## src/rtl/pmt_pkg.sv

```systemverilog
// ----------------------------------------------------------------------------
// pmt_pkg
// Shared types, constants and helpers for the PS/2 mouse packet tracker.
// ----------------------------------------------------------------------------
package pmt_pkg;

    localparam int PMT_COORD_BITS = 12;   // default cursor coordinate width
    localparam int PMT_CFG_W      = 13;   // widest configuration register
    localparam int PMT_BTN_W      = 5;
    localparam int PMT_DELTA_W    = 10;   // covers -511 .. 510
    localparam int PMT_Q_DEPTH    = 2;    // packet queue between front and back

    // configuration register indexes
    localparam logic [1:0] CFG_IDX_MODE   = 2'd0;
    localparam logic [1:0] CFG_IDX_WIDTH  = 2'd1;
    localparam logic [1:0] CFG_IDX_HEIGHT = 2'd2;

    localparam logic                 CFG_RST_MODE   = 1'b0;
    localparam logic [PMT_CFG_W-1:0] CFG_RST_WIDTH  = 13'd1024;
    localparam logic [PMT_CFG_W-1:0] CFG_RST_HEIGHT = 13'd768;

    // decoded packet handed from the front to the back
    typedef struct packed {
        logic [PMT_BTN_W-1:0]          buttons;
        logic signed [PMT_DELTA_W-1:0] dx;
        logic signed [PMT_DELTA_W-1:0] dy;
    } t_pkt;

    // 9-bit two's-complement delta; overflow adds 255 in the sign's direction
    function automatic logic signed [PMT_DELTA_W-1:0] axis_delta(
        input logic [7:0] data,
        input logic       neg,
        input logic       ovf
    );
        logic signed [PMT_DELTA_W-1:0] d;
        d = $signed({2'b00, data});
        if (neg) begin
            d = d - 10'sd256;
        end
        if (ovf) begin
            d = neg ? (d - 10'sd255) : (d + 10'sd255);
        end
        return d;
    endfunction

endpackage

```

## src/rtl/pmt_front.sv

```systemverilog
// ----------------------------------------------------------------------------
// pmt_front
// Byte framing: sync on bit 3 of the first byte, collect 3 or 4 bytes and
// push one decoded packet into the queue.
// ----------------------------------------------------------------------------
module pmt_front (
    input  logic         i_clk,
    input  logic         i_rst_n,
    input  logic         i_four_byte_mode,
    input  logic         i_rx_valid,
    output logic         o_rx_ready,
    input  logic [7:0]   i_rx_byte,
    input  logic         i_q_full,
    output logic         o_q_push,
    output pmt_pkg::t_pkt o_q_pkt
);
    import pmt_pkg::*;

    logic [1:0] r_cnt;
    logic [7:0] r_held0, r_held1, r_held2;
    logic [1:0] w_last;
    logic       w_accept;
    logic       w_drop;
    logic       w_done;
    logic [7:0] w_p2, w_p3;

    assign o_rx_ready = !i_q_full;
    assign w_accept   = i_rx_valid && o_rx_ready;
    assign w_last     = i_four_byte_mode ? 2'd3 : 2'd2;
    assign w_drop     = (r_cnt == 2'd0) && !i_rx_byte[3];
    // a mode change mid-packet may leave the count at or past the last slot
    assign w_done     = !w_drop && (r_cnt >= w_last);

    assign w_p2 = i_four_byte_mode ? r_held2 : i_rx_byte;
    assign w_p3 = i_four_byte_mode ? i_rx_byte : 8'h00;

    assign o_q_push        = w_accept && w_done;
    assign o_q_pkt.buttons = {w_p3[5], w_p3[4], r_held0[2:0]};
    assign o_q_pkt.dx      = axis_delta(r_held1, r_held0[4], r_held0[6]);
    assign o_q_pkt.dy      = axis_delta(w_p2, r_held0[5], r_held0[7]);

    always_ff @(posedge i_clk) begin
        if (!i_rst_n) begin
            r_cnt <= 2'd0;
        end else if (w_accept && !w_drop) begin
            r_cnt <= w_done ? 2'd0 : r_cnt + 2'd1;
        end
    end

    // held bytes: no reset, only read once written
    always_ff @(posedge i_clk) begin
        if (w_accept && !w_drop && !w_done) begin
            case (r_cnt)
                2'd0:    r_held0 <= i_rx_byte;
                2'd1:    r_held1 <= i_rx_byte;
                2'd2:    r_held2 <= i_rx_byte;
                default: ;
            endcase
        end
    end

endmodule

```

## src/rtl/pmt_queue.sv

```systemverilog
// ----------------------------------------------------------------------------
// pmt_queue
// Small packet FIFO between the framing front and the position back end.
// ----------------------------------------------------------------------------
module pmt_queue #(
    parameter int DEPTH = pmt_pkg::PMT_Q_DEPTH
) (
    input  logic          i_clk,
    input  logic          i_rst_n,
    input  logic          i_push,
    input  pmt_pkg::t_pkt i_pkt,
    input  logic          i_pop,
    output pmt_pkg::t_pkt o_pkt,
    output logic          o_full,
    output logic          o_empty
);
    import pmt_pkg::*;

    localparam int PTR_W = (DEPTH > 1) ? $clog2(DEPTH) : 1;
    localparam int CNT_W = $clog2(DEPTH + 1);
    localparam logic [PTR_W-1:0] LAST_PTR = PTR_W'(DEPTH - 1);
    localparam logic [CNT_W-1:0] FULL_CNT = CNT_W'(DEPTH);

    t_pkt             r_mem [DEPTH];
    logic [PTR_W-1:0] r_wr_ptr, r_rd_ptr;
    logic [CNT_W-1:0] r_cnt;
    logic             w_push, w_pop;

    assign o_full  = (r_cnt == FULL_CNT);
    assign o_empty = (r_cnt == '0);
    assign w_push  = i_push && !o_full;
    assign w_pop   = i_pop && !o_empty;
    assign o_pkt   = r_mem[r_rd_ptr];

    always_ff @(posedge i_clk) begin
        if (w_push) begin
            r_mem[r_wr_ptr] <= i_pkt;
        end
    end

    always_ff @(posedge i_clk) begin
        if (!i_rst_n) begin
            r_wr_ptr <= '0;
            r_rd_ptr <= '0;
            r_cnt    <= '0;
        end else begin
            if (w_push) begin
                r_wr_ptr <= (r_wr_ptr == LAST_PTR) ? '0 : r_wr_ptr + 1'b1;
            end
            if (w_pop) begin
                r_rd_ptr <= (r_rd_ptr == LAST_PTR) ? '0 : r_rd_ptr + 1'b1;
            end
            case ({w_push, w_pop})
                2'b10:   r_cnt <= r_cnt + 1'b1;
                2'b01:   r_cnt <= r_cnt - 1'b1;
                default: r_cnt <= r_cnt;
            endcase
        end
    end

endmodule

```

## src/rtl/pmt_back.sv

```systemverilog
// ----------------------------------------------------------------------------
// pmt_back
// Cursor position update with clamping, and the registered result stage.
// ----------------------------------------------------------------------------
module pmt_back #(
    parameter int COORD_BITS = pmt_pkg::PMT_COORD_BITS
) (
    input  logic                          i_clk,
    input  logic                          i_rst_n,
    input  logic [pmt_pkg::PMT_CFG_W-1:0] i_screen_width,
    input  logic [pmt_pkg::PMT_CFG_W-1:0] i_screen_height,
    input  logic                          i_q_empty,
    input  pmt_pkg::t_pkt                 i_q_pkt,
    output logic                          o_q_pop,
    output logic                          o_res_valid,
    input  logic                          i_res_ready,
    output logic [COORD_BITS-1:0]         o_cursor_x,
    output logic [COORD_BITS-1:0]         o_cursor_y,
    output logic [COORD_BITS-1:0]         o_prev_x,
    output logic [COORD_BITS-1:0]         o_prev_y,
    output logic [pmt_pkg::PMT_BTN_W-1:0] o_button_bits
);
    import pmt_pkg::*;

    // wide enough for position +/- 511 and for any screen limit
    localparam int SUM_W = ((COORD_BITS > PMT_CFG_W) ? COORD_BITS : PMT_CFG_W) + 2;
    localparam logic signed [SUM_W-1:0] COORD_MAX = SUM_W'((1 << COORD_BITS) - 1);

    logic [COORD_BITS-1:0]   r_pos_x, r_pos_y;
    logic                    r_first_done;
    logic                    r_valid;
    logic signed [SUM_W-1:0] w_sum_x, w_sum_y;
    logic signed [SUM_W-1:0] w_lim_x, w_lim_y;
    logic [COORD_BITS-1:0]   n_pos_x, n_pos_y;

    // size 0 acts as 1; limit capped to the coordinate range
    function automatic logic signed [SUM_W-1:0] screen_limit(
        input logic [PMT_CFG_W-1:0] size
    );
        logic signed [SUM_W-1:0] lim;
        lim = (size == '0) ? '0 : $signed(SUM_W'(size - 1'b1));
        return (lim > COORD_MAX) ? COORD_MAX : lim;
    endfunction

    function automatic logic [COORD_BITS-1:0] clamp(
        input logic signed [SUM_W-1:0] v,
        input logic signed [SUM_W-1:0] lim
    );
        logic signed [SUM_W-1:0] c;
        c = (v < 0) ? '0 : ((v > lim) ? lim : v);
        return c[COORD_BITS-1:0];
    endfunction

    assign o_q_pop = !i_q_empty && (!r_valid || i_res_ready);
    assign o_res_valid = r_valid;

    assign w_lim_x = screen_limit(i_screen_width);
    assign w_lim_y = screen_limit(i_screen_height);
    assign w_sum_x = $signed(SUM_W'(r_pos_x)) + SUM_W'(i_q_pkt.dx);
    assign w_sum_y = $signed(SUM_W'(r_pos_y)) - SUM_W'(i_q_pkt.dy);

    always_comb begin
        if (r_first_done) begin
            n_pos_x = clamp(w_sum_x, w_lim_x);
            n_pos_y = clamp(w_sum_y, w_lim_y);
        end else begin
            n_pos_x = '0;
            n_pos_y = '0;
        end
    end

    always_ff @(posedge i_clk) begin
        if (!i_rst_n) begin
            r_valid      <= 1'b0;
            r_first_done <= 1'b0;
            r_pos_x      <= '0;
            r_pos_y      <= '0;
        end else begin
            if (o_q_pop) begin
                r_valid      <= 1'b1;
                r_first_done <= 1'b1;
                r_pos_x      <= n_pos_x;
                r_pos_y      <= n_pos_y;
            end else if (i_res_ready) begin
                r_valid <= 1'b0;
            end
        end
    end

    always_ff @(posedge i_clk) begin
        if (o_q_pop) begin
            o_cursor_x    <= n_pos_x;
            o_cursor_y    <= n_pos_y;
            o_prev_x      <= r_pos_x;
            o_prev_y      <= r_pos_y;
            o_button_bits <= i_q_pkt.buttons;
        end
    end

endmodule

```

## src/rtl/ps2_mouse_packet_tracker.sv

```systemverilog
// ----------------------------------------------------------------------------
// ps2_mouse_packet_tracker
// PS/2 mouse byte framing, packet decode and clamped cursor tracking.
// ----------------------------------------------------------------------------
// Usage:
//   Input channel (i_rx_valid / o_rx_ready / i_rx_byte) takes one mouse byte
//   per transfer, one transfer per cycle unless the queue is full. A packet
//   starts only with a byte that has bit 3 set; other leading bytes are
//   dropped silently. Three bytes make a packet, or four with four_byte_mode set.
//   Output channel (o_res_valid / i_res_ready) gives one result per packet:
//   new cursor X/Y, the previous X/Y and five button bits.
//   The byte that completes a packet is registered into the packet queue,
//   then into the position/result register before it shows up as a result.
//   Throughput: one byte per cycle, one result per cycle; the 2-entry queue
//   plus the result register let the output stall without blocking input
//   until the queue fills, after which o_rx_ready drops.
//   Reset (synchronous, active low) clears the framing count, the queue, the
//   result valid and the position; the first packet afterward forces 0,0.
//   Configuration: i_cfg_we writes register i_cfg_idx (0 mode, 1 width,
//   2 height) with no wait; write only while the block is idle.
// ----------------------------------------------------------------------------
module ps2_mouse_packet_tracker #(
    parameter int COORD_BITS = pmt_pkg::PMT_COORD_BITS
) (
    input  logic                          i_clk,
    input  logic                          i_rst_n,
    input  logic                          i_cfg_we,
    input  logic [1:0]                    i_cfg_idx,
    input  logic [pmt_pkg::PMT_CFG_W-1:0] i_cfg_data,
    input  logic                          i_rx_valid,
    output logic                          o_rx_ready,
    input  logic [7:0]                    i_rx_byte,
    output logic                          o_res_valid,
    input  logic                          i_res_ready,
    output logic [COORD_BITS-1:0]         o_cursor_x,
    output logic [COORD_BITS-1:0]         o_cursor_y,
    output logic [COORD_BITS-1:0]         o_prev_x,
    output logic [COORD_BITS-1:0]         o_prev_y,
    output logic [pmt_pkg::PMT_BTN_W-1:0] o_button_bits
);
    import pmt_pkg::*;

    logic                 r_four_byte_mode;
    logic [PMT_CFG_W-1:0] r_screen_width;
    logic [PMT_CFG_W-1:0] r_screen_height;

    logic w_push, w_pop, w_full, w_empty;
    t_pkt w_push_pkt, w_pop_pkt;

    // configuration registers
    always_ff @(posedge i_clk) begin
        if (!i_rst_n) begin
            r_four_byte_mode <= CFG_RST_MODE;
            r_screen_width   <= CFG_RST_WIDTH;
            r_screen_height  <= CFG_RST_HEIGHT;
        end else if (i_cfg_we) begin
            case (i_cfg_idx)
                CFG_IDX_MODE:   r_four_byte_mode <= i_cfg_data[0];
                CFG_IDX_WIDTH:  r_screen_width   <= i_cfg_data;
                CFG_IDX_HEIGHT: r_screen_height  <= i_cfg_data;
                default:        ;
            endcase
        end
    end

    // front: framing and delta decode
    pmt_front u_front (
        .i_clk            (i_clk),
        .i_rst_n          (i_rst_n),
        .i_four_byte_mode (r_four_byte_mode),
        .i_rx_valid       (i_rx_valid),
        .o_rx_ready       (o_rx_ready),
        .i_rx_byte        (i_rx_byte),
        .i_q_full         (w_full),
        .o_q_push         (w_push),
        .o_q_pkt          (w_push_pkt)
    );

    pmt_queue #(
        .DEPTH (PMT_Q_DEPTH)
    ) u_queue (
        .i_clk   (i_clk),
        .i_rst_n (i_rst_n),
        .i_push  (w_push),
        .i_pkt   (w_push_pkt),
        .i_pop   (w_pop),
        .o_pkt   (w_pop_pkt),
        .o_full  (w_full),
        .o_empty (w_empty)
    );

    // back: position update, clamp, result register
    pmt_back #(
        .COORD_BITS (COORD_BITS)
    ) u_back (
        .i_clk           (i_clk),
        .i_rst_n         (i_rst_n),
        .i_screen_width  (r_screen_width),
        .i_screen_height (r_screen_height),
        .i_q_empty       (w_empty),
        .i_q_pkt         (w_pop_pkt),
        .o_q_pop         (w_pop),
        .o_res_valid     (o_res_valid),
        .i_res_ready     (i_res_ready),
        .o_cursor_x      (o_cursor_x),
        .o_cursor_y      (o_cursor_y),
        .o_prev_x        (o_prev_x),
        .o_prev_y        (o_prev_y),
        .o_button_bits   (o_button_bits)
    );

`ifndef SYNTHESIS
    // a finished packet must always find room in the queue
    a_no_push_when_full: assert property (@(posedge i_clk) disable iff (!i_rst_n)
        w_push |-> !w_full)
        else $error("packet pushed into full queue");

    a_no_pop_when_empty: assert property (@(posedge i_clk) disable iff (!i_rst_n)
        w_pop |-> !w_empty)
        else $error("packet popped from empty queue");

    a_queue_flags: assert property (@(posedge i_clk) disable iff (!i_rst_n)
        !(w_full && w_empty))
        else $error("queue full and empty at once");

    // a popped packet always lands in the result register
    a_pop_gives_result: assert property (@(posedge i_clk) disable iff (!i_rst_n)
        w_pop |=> o_res_valid)
        else $error("popped packet produced no result");
`endif

endmodule
```

## config.mk

```make
export PLATFORM = sky130hd
export DESIGN_NAME = ps2_mouse_packet_tracker
export DESIGN_NICKNAME = d
export VERILOG_FILES = /design/src/rtl/pmt_pkg.sv /design/src/rtl/pmt_front.sv /design/src/rtl/pmt_queue.sv /design/src/rtl/pmt_back.sv /design/src/rtl/ps2_mouse_packet_tracker.sv
export SDC_FILE = /design/constraint.sdc
export NUM_CORES = 1
export LEC_CHECK = 0
export BUFFER_PORTS_ARGS = -buffer_cell sky130_fd_sc_hd__buf_2
export CAP_MARGIN = 20
export CELL_PAD_IN_SITES_DETAIL_PLACEMENT = 0
export CELL_PAD_IN_SITES_GLOBAL_PLACEMENT = 1
export CORE_MARGIN = 2
export CORE_UTILIZATION = 44
export CTS_CLUSTER_SIZE = 24
export DETAILED_ROUTE_END_ITERATION = 7
export PLACE_DENSITY = 0.8
export SYNTH_ARGS = -nofsm -noshare
export SYNTH_HDL_FRONTEND = slang
export SYNTH_HIERARCHICAL = 1
export SYNTH_SLANG_ARGS = --single-unit
export TNS_END_PERCENT = 100
```

## constraint.sdc

```tcl
create_clock -name i_clk -period 4.8 [get_ports i_clk]
set_clock_uncertainty 0.15 [all_clocks]
set_input_delay 0.96 -clock i_clk [delete_from_list [all_inputs] [get_ports i_clk]]
set_output_delay 0.96 -clock i_clk [all_outputs]
set_load 0.1 [all_outputs]
```

==> impl_metrics.ini <==
[run_status]
status = completed

[cells_and_area]
final_common_cell = edfxtp_1
n_fill_cell = 2111
final_area_sq_mm = 0.0123
seqCellArea_sq_mm = 0.00499
syn_to_final_growth_pct = 17.9
multiInputGateArea_sq_mm = 0.00535
final_nets = 1180
fin_cells = 1405
layout_common_cells = 126 x edfxtp_1, 90 x nand2_1, 82 x buf_2, 70 x nor2_1, 68 x ha_1
diodes = 0
drive_gt1_share_pct = 23.9

[drt]
drt-met1-wl_um = 10800
routed_wl_um = 23000
antenna_left = 0
viasPerCell = 5.27
dr.first_iter.drc_count = 469
routedWlPerCell_um = 16.3
vias = 7399
first_pass_iters = 4
drc = 0
wl_met3_um = 780
wl_met2_um = 11200
top_layer = met4

[place]
dpl.hpwl_um = 17000
placed_cells = 1366
portBuffers = 82
dpl_cell_area_sq_mm = 0.0113
gp_congestion = 0.821

[worst_setup_path]
cp_max_fo = 9
path_class = reg -> reg
r2r_cells = 17
worstPathRequired_ns = 4.84
cp-start-kind = flop
worstSetupEndpointType = flop
r2r_slack_ns = 0.11
arrival_ns = 4.73

[synthesis]
async_flop_share_pct = 0
ys_ff_latch = 186
ys.warnings.count = 6
synthXorXnorAreaFrac_pct = 3.69
netlist_area_sq_mm = 0.0105
ys_types = 81
syn-num-nets = 1080
ys.flop_type = edfxtp_1
ys_top_cells_by_area = edfxtp_1 36%, dfxtp_1 11%, ha_1 9.0%, mux2i_1 4.7%, mux2_2 4.2%
synth_top_family_by_area = simple AND/OR/NAND/NOR gates
synth_compound_area_share_pct = 12.2
ys_seq_area_share_pct = 47.7
synthSimpleGateAreaFrac_pct = 12.9
synth_top_area_share_pct = 36.2
yosysTopAreaCell = edfxtp_1
synth_edf_count = 126
postSynthAreaPerCell_sq_um = 10.7
netlist_instances = 973
synthAdderAreaFrac_pct = 9.74
synth.area.mux_share_pct = 9.39

[hold_path]
min_path_cells = 0
hold_path_class = reg -> reg

[pwr]
leakage_nw = 4.99
p_total_mw = 3.76
vdd_drop_max_mv = 0.276
p_per_area_mw_per_mm2 = 305

[floorplan]
core_region_area_sq_mm = 0.0234
die_area_sq_mm = 0.0250
ios = 83
die_h_um = 158
die_x_um = 158
row_count = 56
initial_utilization_pct = 44.7

[timing]
fin_crit_sh_pct = 97.7
final_max_slew_viol_count = 0
hold_slack_ns = 0.299
rsz0062_at_grt = true
relSlewSlack_pct = 28.6
setup_viol = 0
max_freq_mhz = 213
fin_crit_ns = 4.69
tightest_slew_ns = 1.07
hold_viol = 0

[global_route]
track_usage_pct = 18.4
grt_pass1_vias = 6997
grt_pass1_wl_um = 35800
grt_max_degree = 52
overflow = 0
antenna_found_initial = 0

[cts]
worstSkewPairLatency_ns = 0.44
h-tree-depth = 4
clk_pin_slew_worst_paths_ns = 0.08
cts_buffer_depth = 2
cts_tree = built
cts_made_buffers = 17
cts_root_buf = clkbuf_16
cts.sinks = 186

[run]
cap_viol_max_count = 0
[flip-flops by register name, indices dropped and copies added (netlist names), 2 cells and up, named ones only]
| signal | cells |
|---|---|
| u_queue/r_mem | 50 |
| r_screen_height | 13 |
| r_screen_width | 13 |
| u_back/o_cursor_x | 12 |
| u_back/o_cursor_y | 12 |
| u_back/o_prev_x | 12 |
| u_back/o_prev_y | 12 |
| u_back/r_pos_x | 12 |
| u_back/r_pos_y | 12 |
| u_front/r_held1 | 8 |
| u_front/r_held2 | 8 |
| u_front/r_held0 | 7 |
| u_back/o_button_bits | 5 |
| u_front/r_cnt | 2 |
| u_queue/r_cnt | 2 |
[path summary, 6_finish.rpt]
kind / startpoint / end
worst max-delay path: r_screen_height[6] / u_back/o_cursor_y[8]
worst min-delay path: u_front/r_held0[0] / u_queue/r_mem[0][20]
worst max register to register: r_screen_height[6] / u_back/o_cursor_y[8]
worst min register to register: u_front/r_held0[0] / u_queue/r_mem[0][20]
[metrics by stage]
step	util (%)	setup WS (ns)	TNS (ns)
after floorplan	-	0.215	0
after global placement	48.2	-0.0976	-0.661
after detailed placement	48.2	-0.181	-2.07
after CTS	50.9	0.0138	0
after global routing	52.7	-0.0746	-0.431
final	52.7	0.109	0
[final cells by class]
| class | instances | share of cell area, % |
|---|---|---|
| clock inverter | 15 | 1.56 |
| inverter | 71 | 2.22 |
| sequential | 186 | 40.5 |
| multi-input combinational | 682 | 43.4 |
| clock buffer | 17 | 3.45 |
| tap | 319 | 3.24 |
| timing repair buffer | 115 | 5.67 |
[layer usage]
layer | vias up | global-route usage (%)
met5 | - | 0
met4 | 0 | 4.38
met3 | 14 | 3.31
met2 | 129 | 31.4
met1 | 3529 | 24.4
li1 | 3727 | -
[power by group]
group	switching, mW	total (mW)	internal [mW]
sequential	0.0250	1.77	1.74
clock	0.695	1.45	0.759
combinational	0.329	0.541	0.213
[cell families after synthesis]
group | after synthesis
adders and majority gates | 79
buffers and inverters | 105
and+or+nand+nor | 277
xor gates and xnor gates | 44
muxes | 91
DFF | 186
AOI/OAI and AO/OA | 191
[repair_timing]
action / 4_1_cts / 5_1_grt
cloned: 0 / 1
setup endpoints to repair: 24 / 48
gates resized for setup: 4 / 69
pin swaps: 1 / 22
setup buffers: 0 / 6
hold buffers: 0 / 0
[cell usage after synthesis (6+ instances only)]
library cell and instances:
o21a_1 11, a21o_1 10, o211ai_1 6, mux2i_1 49, a31oi_1 6, xnor2_1 30, buf_2 7, a21oi_1 48
inv_1 69, nor3_1 14, nand2_1 91, xor2_1 14, mux2_2 39, a211oi_1 9, edfxtp_1 126, nand3_1 18
nand4_1 6, ha_1 75, dfxtp_1 60, clkbuf_1 16, o21ai_1 15, nand2b_1 9, or3_1 7, and3_1 7
nor2_1 70, and2_1 7, nor2b_1 16, o31ai_1 7, o31a_1 6, o21ai_0 35
[critical path, stage by stage (launching register included)]
cell,delay (ns)
dfxtp_1,0.34
or4_4,0.58
or3_1,0.40
nor2_1,0.18
nand2_1,0.07
mux2_2,0.37
a21oi_2,0.28
inv_1,0.08
ha_1,0.29
nor2b_1,0.14
o31ai_1,0.24
a21oi_1,0.15
o21ai_2,0.25
o2111ai_2,0.16
o21ai_4,0.23
buf_12,0.18
mux2i_2,0.27
nor2_1,0.07
Note: power is estimated with default switching activity, not from simulation.
